**config.mk**
```make
export PLATFORM = sky130hd
export DESIGN_NAME = video_switch_routing_controller_core
export DESIGN_NICKNAME = d
export VERILOG_FILES = /design/src/hw/rtl/vsrc_pkg.sv /design/src/hw/rtl/video_switch_routing_controller_core.sv /design/src/hw/rtl/vsrc_state.sv
export VERILOG_INCLUDE_DIRS = /design/src /design/src/hw/rtl
export SDC_FILE = /design/constraint.sdc
export NUM_CORES = 1
export LEC_CHECK = 0
export BUFFER_PORTS_ARGS = -buffer_cell sky130_fd_sc_hd__buf_2
export CAP_MARGIN = 20
export CORE_AREA = 2 2 132 134
export CTS_CLUSTER_DIAMETER = 120
export DETAILED_ROUTE_END_ITERATION = 16
export DIE_AREA = 0 0 134 136
export GPL_TIMING_DRIVEN = 0
export PLACE_DENSITY_LB_ADDON = 0.08
export SKIP_CTS_REPAIR_TIMING = 1
export SYNTH_ARGS = -nofsm -noshare
export SYNTH_HDL_FRONTEND = slang
export SYNTH_SLANG_ARGS = --single-unit
```
**constraint.sdc**
```tcl
create_clock -name clk -period 4.9 [get_ports clk]
set_clock_uncertainty 0.15 [all_clocks]
set_input_delay 0.245 -clock clk [delete_from_list [all_inputs] [get_ports clk]]
set_output_delay 0.245 -clock clk [all_outputs]
set_load 0.03 [all_outputs]
```
**src/hw/rtl/video_switch_routing_controller_core_macros.svh**
```systemverilog
// Assertion macros for the video switch routing controller.
// Each macro expects clk and rst in scope.
`ifndef VIDEO_SWITCH_ROUTING_CONTROLLER_CORE_MACROS_SVH
`define VIDEO_SWITCH_ROUTING_CONTROLLER_CORE_MACROS_SVH

`ifndef NO_ASSERTIONS
`define VSRC_ASSERT_SAME(label, ante, cons, msg) \
  label: assert property (@(posedge clk) disable iff (rst) (ante) |-> (cons)) \
    else $error(msg);
`define VSRC_ASSERT_NEXT(label, ante, cons, msg) \
  label: assert property (@(posedge clk) disable iff (rst) (ante) |=> (cons)) \
    else $error(msg);
`else
`define VSRC_ASSERT_SAME(label, ante, cons, msg)
`define VSRC_ASSERT_NEXT(label, ante, cons, msg)
`endif

`endif

```
**src/hw/rtl/vsrc_pkg.sv**
```systemverilog
`default_nettype none

package vsrc_pkg;

  localparam int VSRC_NUM_OUTPUTS            = 8;
  localparam int VSRC_NUM_SOURCES            = 13;
  localparam int VSRC_NUM_COMMANDED_CAMERAS  = 10;

  localparam logic [3:0] OUT_FIRST_MON  = 4'd0;
  localparam logic [3:0] OUT_MUX_LEFT   = 4'd4;
  localparam logic [3:0] OUT_MUX_RIGHT  = 4'd7;
  localparam logic [3:0] IN_FORWARD_BAY = 4'd0;
  localparam logic [3:0] IN_ARM_PORT    = 4'd4;
  localparam logic [3:0] IN_PL3         = 4'd9;
  localparam logic [3:0] IN_MUX1        = 4'd10;
  localparam logic [3:0] IN_TEST        = 4'd12;
  localparam logic [3:0] VC_FIRST_CAM   = 4'd0;
  localparam logic [3:0] VC_ARM_CAM     = 4'd9;
  localparam logic [3:0] NO_CAMERA      = 4'd10;

  typedef struct packed {
    logic [3:0]  supply_bits;
    logic [4:0]  power_on_buttons;
    logic [4:0]  power_off_buttons;
    logic [7:0]  output_buttons;
    logic [12:0] source_buttons;
    logic [7:0]  panel_commands;
    logic [3:0]  manual_commands;
    logic [3:0]  manual_camera;
  } vsrc_in_t;

  typedef struct packed {
    logic        powered;
    logic [4:0]  cam_power;
    logic [7:0]  output_lamps;
    logic [12:0] source_lamps;
    logic [3:0]  move_camera;
    logic [3:0]  move_command;
    logic [3:0]  zoom_camera;
    logic [1:0]  zoom_command;
    logic        fast_rate;
  } vsrc_out_t;

  typedef struct packed {
    logic       found;
    logic [3:0] idx;
  } vsrc_hit_t;

  function automatic vsrc_hit_t lowest_set(input logic [15:0] v, input int n);
    vsrc_hit_t hit;
    hit.found = 1'b0;
    hit.idx   = 4'd0;
    for (int i = 15; i >= 0; i--) begin
      if (v[i] && (i < n)) begin
        hit.found = 1'b1;
        hit.idx   = 4'(i);
      end
    end
    return hit;
  endfunction

endpackage

`default_nettype wire

```
**src/hw/rtl/video_switch_routing_controller_core.sv**
```systemverilog
// Video switch routing controller core.
// Pipeline: each input beat passes the input register, then the result register.
// Throughput: one beat per cycle; both stages move together when the result is free.
// Reset (rst, synchronous, active high): pipeline empty, first monitor selected,
// every route at the forward bay, all camera power off.
`default_nettype none

module video_switch_routing_controller_core #(
  parameter int NUM_OUTPUTS           = vsrc_pkg::VSRC_NUM_OUTPUTS,
  parameter int NUM_SOURCES           = vsrc_pkg::VSRC_NUM_SOURCES,
  parameter int NUM_COMMANDED_CAMERAS = vsrc_pkg::VSRC_NUM_COMMANDED_CAMERAS
) (
  input  wire logic                clk,
  input  wire logic                rst,
  input  wire logic                in_valid,
  output logic                     in_ready,
  input  wire vsrc_pkg::vsrc_in_t  in_data,
  output logic                     out_valid,
  input  wire logic                out_ready,
  output vsrc_pkg::vsrc_out_t      out_data
);

  import vsrc_pkg::*;

  `include "video_switch_routing_controller_core_macros.svh"

  logic      item_valid;
  vsrc_in_t  item;
  vsrc_out_t result;
  logic      advance;

  assign advance  = item_valid && (!out_valid || out_ready);
  assign in_ready = !item_valid || advance;

  vsrc_state #(
    .NUM_OUTPUTS           (NUM_OUTPUTS),
    .NUM_SOURCES           (NUM_SOURCES),
    .NUM_COMMANDED_CAMERAS (NUM_COMMANDED_CAMERAS)
  ) u_state (
    .clk     (clk),
    .rst     (rst),
    .advance (advance),
    .item    (item),
    .result  (result)
  );

  always_ff @(posedge clk) begin
    if (rst) begin
      item_valid <= 1'b0;
      out_valid  <= 1'b0;
    end else begin
      if (in_ready) begin
        item_valid <= in_valid;
      end
      if (advance) begin
        out_valid <= 1'b1;
      end else if (out_ready) begin
        out_valid <= 1'b0;
      end
    end
    if (in_valid && in_ready) begin
      item <= in_data;
    end
    if (advance) begin
      out_data <= result;
    end
  end

  `VSRC_ASSERT_SAME(a_no_move_idle, out_valid && out_data.move_camera == NO_CAMERA,
                    out_data.move_command == 4'd0, "move command without camera")
  `VSRC_ASSERT_SAME(a_no_zoom_idle, out_valid && out_data.zoom_camera == NO_CAMERA,
                    out_data.zoom_command == 2'd0, "zoom command without camera")
  `VSRC_ASSERT_NEXT(a_item_kept, item_valid && !advance, item_valid && $stable(item),
                    "pending beat lost")

endmodule

`default_nettype wire

```
**src/hw/rtl/vsrc_state.sv**
```systemverilog
`default_nettype none

module vsrc_state #(
  parameter int NUM_OUTPUTS           = vsrc_pkg::VSRC_NUM_OUTPUTS,
  parameter int NUM_SOURCES           = vsrc_pkg::VSRC_NUM_SOURCES,
  parameter int NUM_COMMANDED_CAMERAS = vsrc_pkg::VSRC_NUM_COMMANDED_CAMERAS
) (
  input  wire logic               clk,
  input  wire logic               rst,
  input  wire logic               advance,
  input  wire vsrc_pkg::vsrc_in_t item,
  output vsrc_pkg::vsrc_out_t     result
);

  import vsrc_pkg::*;

  `include "video_switch_routing_controller_core_macros.svh"

  localparam int SEL_W = $clog2(NUM_OUTPUTS);
  localparam logic [3:0] NCC = 4'(NUM_COMMANDED_CAMERAS);

  logic [SEL_W-1:0] sel;
  logic [SEL_W-1:0] sel_next;
  logic [3:0]       route [NUM_OUTPUTS];
  logic [4:0]       latches;
  logic [4:0]       latches_next;

  logic       powered;
  vsrc_hit_t  out_hit;
  vsrc_hit_t  src_hit;
  logic [3:0] sel_ext;
  logic       mux_out;
  logic       mux_src;
  logic       route_we;
  logic [3:0] insel;
  logic       manual;
  logic [3:0] man_rel;
  logic [3:0] cmd;
  logic [3:0] mcam;
  logic [3:0] mcmd;
  logic [3:0] zcam;
  logic [1:0] zcmd;
  logic [15:0] out_onehot;
  logic [15:0] src_onehot;

  always_comb begin
    powered  = (&item.supply_bits[1:0]) ^ (&item.supply_bits[3:2]);
    out_hit  = lowest_set({8'd0, item.output_buttons}, NUM_OUTPUTS);
    src_hit  = lowest_set({3'd0, item.source_buttons}, NUM_SOURCES);

    sel_next = sel;
    if (powered && out_hit.found) begin
      sel_next = SEL_W'(out_hit.idx);
    end
    sel_ext  = 4'(sel_next);
    mux_out  = (sel_ext >= OUT_MUX_LEFT) && (sel_ext <= OUT_MUX_RIGHT);
    mux_src  = (src_hit.idx >= IN_MUX1) && (src_hit.idx <= IN_TEST);
    route_we = powered && src_hit.found && !(mux_out && mux_src);
    insel    = route_we ? src_hit.idx : route[sel_next];

    latches_next = powered ? ((latches & ~item.power_off_buttons) | item.power_on_buttons)
                           : 5'd0;

    manual  = (item.manual_camera >= VC_FIRST_CAM) && (item.manual_camera <= VC_ARM_CAM);
    man_rel = item.manual_camera - VC_FIRST_CAM;
    mcam    = NO_CAMERA;
    if (manual) begin
      cmd = item.manual_commands;
      if (man_rel < NCC) begin
        mcam = man_rel;
      end
    end else begin
      cmd = item.panel_commands[3:0];
      if ((insel <= IN_ARM_PORT) && (insel < NCC)) begin
        mcam = insel;
      end
    end
    mcmd = 4'd0;
    if (mcam != NO_CAMERA) begin
      mcmd[0] = cmd[0];
      mcmd[1] = !cmd[0] && cmd[1];
      mcmd[2] = cmd[2];
      mcmd[3] = !cmd[2] && cmd[3];
    end

    zcam = NO_CAMERA;
    zcmd = 2'd0;
    if ((insel <= IN_PL3) && (insel < NCC)) begin
      zcam    = insel;
      zcmd[0] = item.panel_commands[4];
      zcmd[1] = !item.panel_commands[4] && item.panel_commands[5];
    end

    out_onehot = 16'd1 << sel_ext;
    src_onehot = 16'd1 << insel;

    if (powered) begin
      result.powered      = 1'b1;
      result.cam_power    = latches_next;
      result.output_lamps = out_onehot[7:0];
      result.source_lamps = src_onehot[12:0];
      result.move_camera  = mcam;
      result.move_command = mcmd;
      result.zoom_camera  = zcam;
      result.zoom_command = zcmd;
      result.fast_rate    = !(item.panel_commands[6] || item.panel_commands[7]);
    end else begin
      result.powered      = 1'b0;
      result.cam_power    = 5'd0;
      result.output_lamps = 8'd0;
      result.source_lamps = 13'd0;
      result.move_camera  = NO_CAMERA;
      result.move_command = 4'd0;
      result.zoom_camera  = NO_CAMERA;
      result.zoom_command = 2'd0;
      result.fast_rate    = 1'b0;
    end
  end

  always_ff @(posedge clk) begin
    if (rst) begin
      sel     <= SEL_W'(OUT_FIRST_MON);
      latches <= 5'd0;
      for (int i = 0; i < NUM_OUTPUTS; i++) begin
        route[i] <= IN_FORWARD_BAY;
      end
    end else if (advance) begin
      sel     <= sel_next;
      latches <= latches_next;
      if (route_we) begin
        route[sel_next] <= src_hit.idx;
      end
    end
  end

  `VSRC_ASSERT_NEXT(a_unpowered_clears, advance && !powered, latches == 5'd0, "latches not cleared")
  `VSRC_ASSERT_NEXT(a_hold_sel, !advance, $stable(sel) && $stable(latches), "state moved on stall")
  `VSRC_ASSERT_NEXT(a_refused_keeps, advance && powered && src_hit.found && mux_out && mux_src && (sel_next == sel), $stable(route[sel]), "refused source written")

endmodule

`default_nettype wire

```
After elaboration in Yosys (flattened, before gate mapping)
Memories as Yosys holds them, arrays and structs flattened.
Index checks and enable logic that the tools add are counted.
{"block": "totals", "mem_count": 1, "register_bits": 103, "wordCells": 110, "ramBits": 32, "output_inout_bits": 44, "input_bits": 55}
{"block": "classes", "reduce_logical": 29, "mux": 43, "eq_ne": 1, "shifts": 2, "magnitude_cmp": 9, "bitwise": 4}
{"memory": "u_state.route", "words": 8, "word_bits": 4, "rd": 1, "rd_ports_with_merged_regs": 0, "wr": 8, "line_no": "vsrc_state.sv:24", "rtl": "logic [3:0] route [NUM_OUTPUTS];"}
{"cell": "5-bit two-way mux", "count": 22}
{"cell": "42-bit two-way mux", "count": 1}
{"cell": "4-bit two-way mux", "count": 8}
{"cell": "1-bit logical AND", "count": 13}
{"cell": "1-bit by 4-bit << shifter with 13-bit output (first input constant)", "count": 1}
{"cell": "4-bit <= comparator (second input constant)", "count": 3}
{"cell": "1-bit two-way mux", "count": 9}
{"cell": "4-bit < comparator (second input constant)", "count": 2}
{"cell": "2-bit AND reduction", "count": 4}
{"cell": "1-bit by 3-bit << shifter with 8-bit output (first input constant)", "count": 1}
{"cell": "1-bit zero test", "count": 7}
{"cell": "3-bit two-way mux", "count": 2}
{"cell": "5-bit AND", "count": 1}
{"cell": "5-bit NOT", "count": 1}
{"cell": "5-bit bitwise OR", "count": 1}
{"cell": "4-bit by 1-bit >= comparator with 1-bit output (second input constant)", "count": 1}
{"cell": "4-bit >= comparator (second input constant)", "count": 1}
{"cell": "4-bit by 3-bit <= comparator with 1-bit output (second input constant)", "count": 1}
{"cell": "4-bit inequality test (second input constant)", "count": 1}
{"cell": "4-bit OR reduction", "count": 1}
{"cell": "3-bit >= comparator (second input constant)", "count": 1}
{"cell": "1-bit logical OR", "count": 3}
{"cell": "2-bit two-way mux", "count": 1}
{"cell": "2-bit nonzero test", "count": 1}
{"cell": "1-bit bitwise XOR", "count": 1}

Depth between registers and ports, before layout
{"block": "depth", "word_depth": 26, "depth_mapped": 12, "depth_no_buf": 10}

Modules after synthesis
Synthesis repeated with hierarchy kept, for this count alone.
{"block": "unflattened", "cells_unflattened": 410, "hier_area_um2": 5601.6}
{"module": "video_switch_routing_controller_core", "n_inst": 1, "area_per_inst_um2": 2896.5, "seq_area_each_um2": 2832.7, "cells_each": 103}
{"module": "vsrc_state", "n_inst": 1, "area_per_inst_um2": 2705.1, "seq_area_each_um2": 1121.1, "cells_each": 307}

Worst setup path after synthesis
No wires, ideal clock.
{"block": "synth_path", "path_type": "register to register", "from": "register, netlist name item[29]", "to": "register out_data[14] (netlist name), data pin", "stages_incl_launch_ff": 11, "n_path_buf": 1, "path_slack_ps": 1791, "required_time_ps": 4489, "period_less_slack_ps": 3109, "arrival_ps": 2698, "setup_time_ps": 261, "path_cell_list": "edfxtp_1 -> or4_4 -> or2_4 -> nand4_4 -> nand2_2 -> buf_6 -> mux4_2 -> nor3b_2 -> a211o_2 -> nand2_2 -> o32a_1"}
{"block": "synth_via", "elab_chain_len": 12, "elab_cells_between_ends": 14, "classes_between": "3 x order compare; 5 x mux; 5 x reduce/logical; 1 x memory"}
{"element": "5-bit two-way mux *", "line_no": "vsrc_pkg.sv:54", "rtl": "if (v[i] && (i < n)) begin"}
{"element": "1-bit logical AND", "line_no": "vsrc_state.sv:52", "rtl": "if (powered && out_hit.found) begin"}
{"element": "3-bit two-way mux *", "line_no": "vsrc_state.sv:52"}
{"element": "3-bit >= comparator", "line_no": "vsrc_state.sv:56", "rtl": "mux_out = (sel_ext >= OUT_MUX_LEFT) && (sel_ext <= OUT_MUX_RIGHT);"}
{"element": "1-bit logical AND", "line_no": "vsrc_state.sv:58", "rtl": "route_we = powered && src_hit.found && !(mux_out && mux_src);"}
{"element": "1-bit zero test", "line_no": "vsrc_state.sv:58"}
{"element": "1-bit logical AND", "line_no": "vsrc_state.sv:58"}
{"element": "4-bit two-way mux *", "line_no": "vsrc_state.sv:59", "rtl": "insel = route_we ? src_hit.idx : route[sel_next];"}
{"element": "4-bit by 3-bit <= comparator with 1-bit output / 4-bit < comparator (equally long branches)", "line_no": "vsrc_state.sv:74", "rtl": "if ((insel <= IN_ARM_PORT) && (insel < NCC)) begin"}
{"element": "1-bit logical AND", "line_no": "vsrc_state.sv:74"}
{"element": "4-bit two-way mux *", "line_no": "vsrc_state.sv:74"}
{"element": "4-bit two-way mux *", "line_no": "vsrc_state.sv:67", "rtl": "if (manual) begin"}
{"element": "to (signal assigned)", "line_no": "video_switch_routing_controller_core.sv:65", "rtl": "out_data <= result;"}
{"element": "to (decl)", "line_no": "video_switch_routing_controller_core.sv:20", "rtl": "output vsrc_pkg::vsrc_out_t out_data"}
Mark *: on every way between the ends. The rest lies on a longest branch, timed or not.
A chain may end at the register's enable or synchronous reset.

Worst setup path in the final report
{"block": "layout_path", "from": "register, netlist name item[29]", "to": "register out_data[2] (netlist name), data pin"}
{"block": "layout_via", "elab_chain_len": 11, "elab_cells_between_ends": 13, "classes_between": "3 x order compare; 3 x mux; 6 x reduce/logical; 1 x memory"}
{"element": "5-bit two-way mux *", "line_no": "vsrc_pkg.sv:54"}
{"element": "1-bit logical AND", "line_no": "vsrc_state.sv:52"}
{"element": "3-bit two-way mux *", "line_no": "vsrc_state.sv:52"}
{"element": "3-bit >= comparator", "line_no": "vsrc_state.sv:56"}
{"element": "1-bit logical AND", "line_no": "vsrc_state.sv:58"}
{"element": "1-bit zero test", "line_no": "vsrc_state.sv:58"}
{"element": "1-bit logical AND", "line_no": "vsrc_state.sv:58"}
{"element": "4-bit two-way mux *", "line_no": "vsrc_state.sv:59"}
{"element": "4-bit <= comparator / 4-bit < comparator (equally long branches)", "line_no": "vsrc_state.sv:88", "rtl": "if ((insel <= IN_PL3) && (insel < NCC)) begin"}
{"element": "1-bit logical AND *", "line_no": "vsrc_state.sv:88"}
{"element": "2-bit AND reduction (no source line) *"}
Marked as above.

==> impl_metrics.ini <==
[critical_path]
worstReg2RegEnd = out_data[2]
start_kind = register
r2r-start = item[29]
r2r_cells = 10
ff2ff_setup_slack_ns = 1.19
path_class = reg -> reg
crit_path_max_fanout = 10
crit_required_ns = 4.91
cp-end-kind = register
critPathArrivalTime_ns = 3.72

[die]
die_h_um = 136
io-pin-count = 99
coreArea_um2 = 16900
chipWidth_um = 134
row_count = 48
initial_utilization_pct = 33.5
dieArea_um2 = 18200

[routing]
dr.first_iter.drc_count = 242
viasPerCell = 4.68
vias = 3961
ant_nets = 0
routed_wl_um = 12900
drc_errors = 0
first_pass_iters = 5
wl_per_cell_um = 15.3

[sta]
min_period_over_period_pct = 75.7
rsz0062_at_grt = false
relSlewSlack_pct = 38.9
hold_ws_ns = -0.0146
drv_slew = 0
finalSetupViolCount = 0
tns_ns = 0
clock.fmax_ghz = 0.270
tightest_slew_ns = 0.914
final-hold-violation-count = 1
fin_crit_ns = 3.71

[grt]
antenna_found_initial = 0
track_usage_pct = 14.4
grt_pass1_vias = 3781
grt_max_degree = 37
grt_pass1_wl_um = 19700
grt_overflow_total = 0

[placement]
io_buffers = 98
post-dp-hpwl_um = 8970
gp_congestion = 0.880
postPlaceCellArea_um2 = 6470

[logic_synthesis]
syn_nets = 492
netlist-cell-type-count = 64
synth.most_common_cell = edfxtp_1
yosysWarnings = 0
syn_area_per_cell_um2 = 12.9
netlist_top_cells_count = 125 x edfxtp_1, 75 x nor2_1, 42 x nand2_1
netlist_instances = 437
yosysSeqAreaShare_pct = 69.9
syn_area_um2 = 5660
ys_ff_latch = 135
synth-edff-count = 125
async_reset_ff_share_pct = 0
synth.area.top_cells = edfxtp_1 66%, nor2_1 5.0%, dfxtp_1 3.5%
yosys.area.top_type = edfxtp_1
synth_top_cell_area_share_pct = 66.3
yosys_most_used_dff = edfxtp_1

[min_path]
holdCritStartpoint = out_ready
hold_class = in -> reg
min_delay_worst_endpoint = out_valid
whs_path_depth = 4

[status]
outcome = finished, violations left
violations = negative hold slack

[clock_tree]
clk_pin_slew_ns = 0.06
cts_sinks = 135
cts_tree = done
cts_buffers = 17
htreeDepth = 4
clock-root-buffer = clkbuf_16
clk-insertion-delay-late_ns = 0.41
clock_path_buffers = 2

[cells_and_area]
post-route-util_pct = 44.7
diodes = 0
nets = 663
area_delta_synth_final_pct = 33.2
stdcell_area_um2 = 7540
drive_gt1_share_pct = 26.1

[flow_run]
drv_cap = 0

[power]
ir_drop_v = 0.000229
finalPower_w = 0.00290
power.density_nw_per_um2 = 385
leakage_nw = 2.77
[worst max-delay path, stage by stage (launching register included)]
cell and delay (ns):
edfxtp_1 0.47, or4_4 0.58, nor2_2 0.19, a211o_1 0.21
o21a_1 0.32, buf_2 0.31, nand2_1 0.08, a22o_1 0.21
a221oi_2 0.45, a21bo_2 0.30, and4b_1 0.19
[worst max-delay path by stage]
stage	endpoint	from	slack, ns
after global routing	out_data[9]	item[48]	0.95
after global placement	out_data[2]	item[29]	1.19
after floorplan	out_data[14]	item[29]	1.79
after detailed placement	out_data[2]	item[29]	1.21
final	out_data[2]	item[29]	1.19
after CTS	out_data[9]	item[47]	1.20
[through the flow]
stage,cells,worst slack (ns)
5_1_grt,846,0.953
6_report,846,1.19
2_1_floorplan,437,1.79
4_1_cts,794,1.20
3_5_place_dp,762,1.21
3_3_place_gp,760,1.19
[registers in the layout, summed over array words and instances (netlist names)]
name / count
u_state.latches: 5
out_valid: 1
item_valid: 1
u_state.sel: 3
item: 51
out_data: 42
u_state.route: 32
[where the power goes]
| part | switching [W] | internal, W | total (W) |
|---|---|---|---|
| logic | 0.000229 | 0.000138 | 0.000367 |
| registers | 0.0000234 | 0.00133 | 0.00135 |
| clock network | 0.000448 | 0.000734 | 0.00118 |
| total | 0.000701 | 0.00220 | 0.00290 |
[layer usage]
layer	vias up	global-route usage [%]	share of wire, %
met3	19	3.54	6.4
met1	1840	18.4	43
met5	-	0	0
met2	127	22.9	48
li1	1975	-	-
met4	0	7.33	2.1
[logic make-up (layout without fill, tap and decap cells)]
kind of cell / count (synthesis) / after routing / synth area share [%]
multiplexers: 3 / 3 / 0.752
XOR/XNOR: 1 / 1 / 0.288
AND/OR/NAND/NOR: 195 / 195 / 17.2
flip-flops: 135 / 135 / 69.9
buffers and inverters: 26 / 210 / 2.10
AO/OA/AOI/OAI: 77 / 77 / 9.82
[layout by cell type, fill, tap and decap left out, types with 7 or more instances in the layout]
cell type,synthesis,layout
a21oi_1,25,25
buf_2,5,103
clkbuf_1,7,8
clkbuf_16,0,17
dfxtp_1,10,10
dlygate4sd3_1,0,52
edfxtp_1,125,125
inv_1,11,11
nand2_1,42,42
nand2b_1,9,9
nand3_1,9,9
nor2_1,75,75
nor2b_1,7,7
nor3_1,11,11
[area by class of cell]
type,instances,area [µm²]
clock inverters,13,113
multi-input cells,276,1590
clock buffers,19,433
repair buffers,152,1050
flip-flops and latches,135,3950
plain buffers,15,78.8
well taps,225,282
fillers,1550,9340
inverters,11,41.3
(Power assumes the default switching activity.)
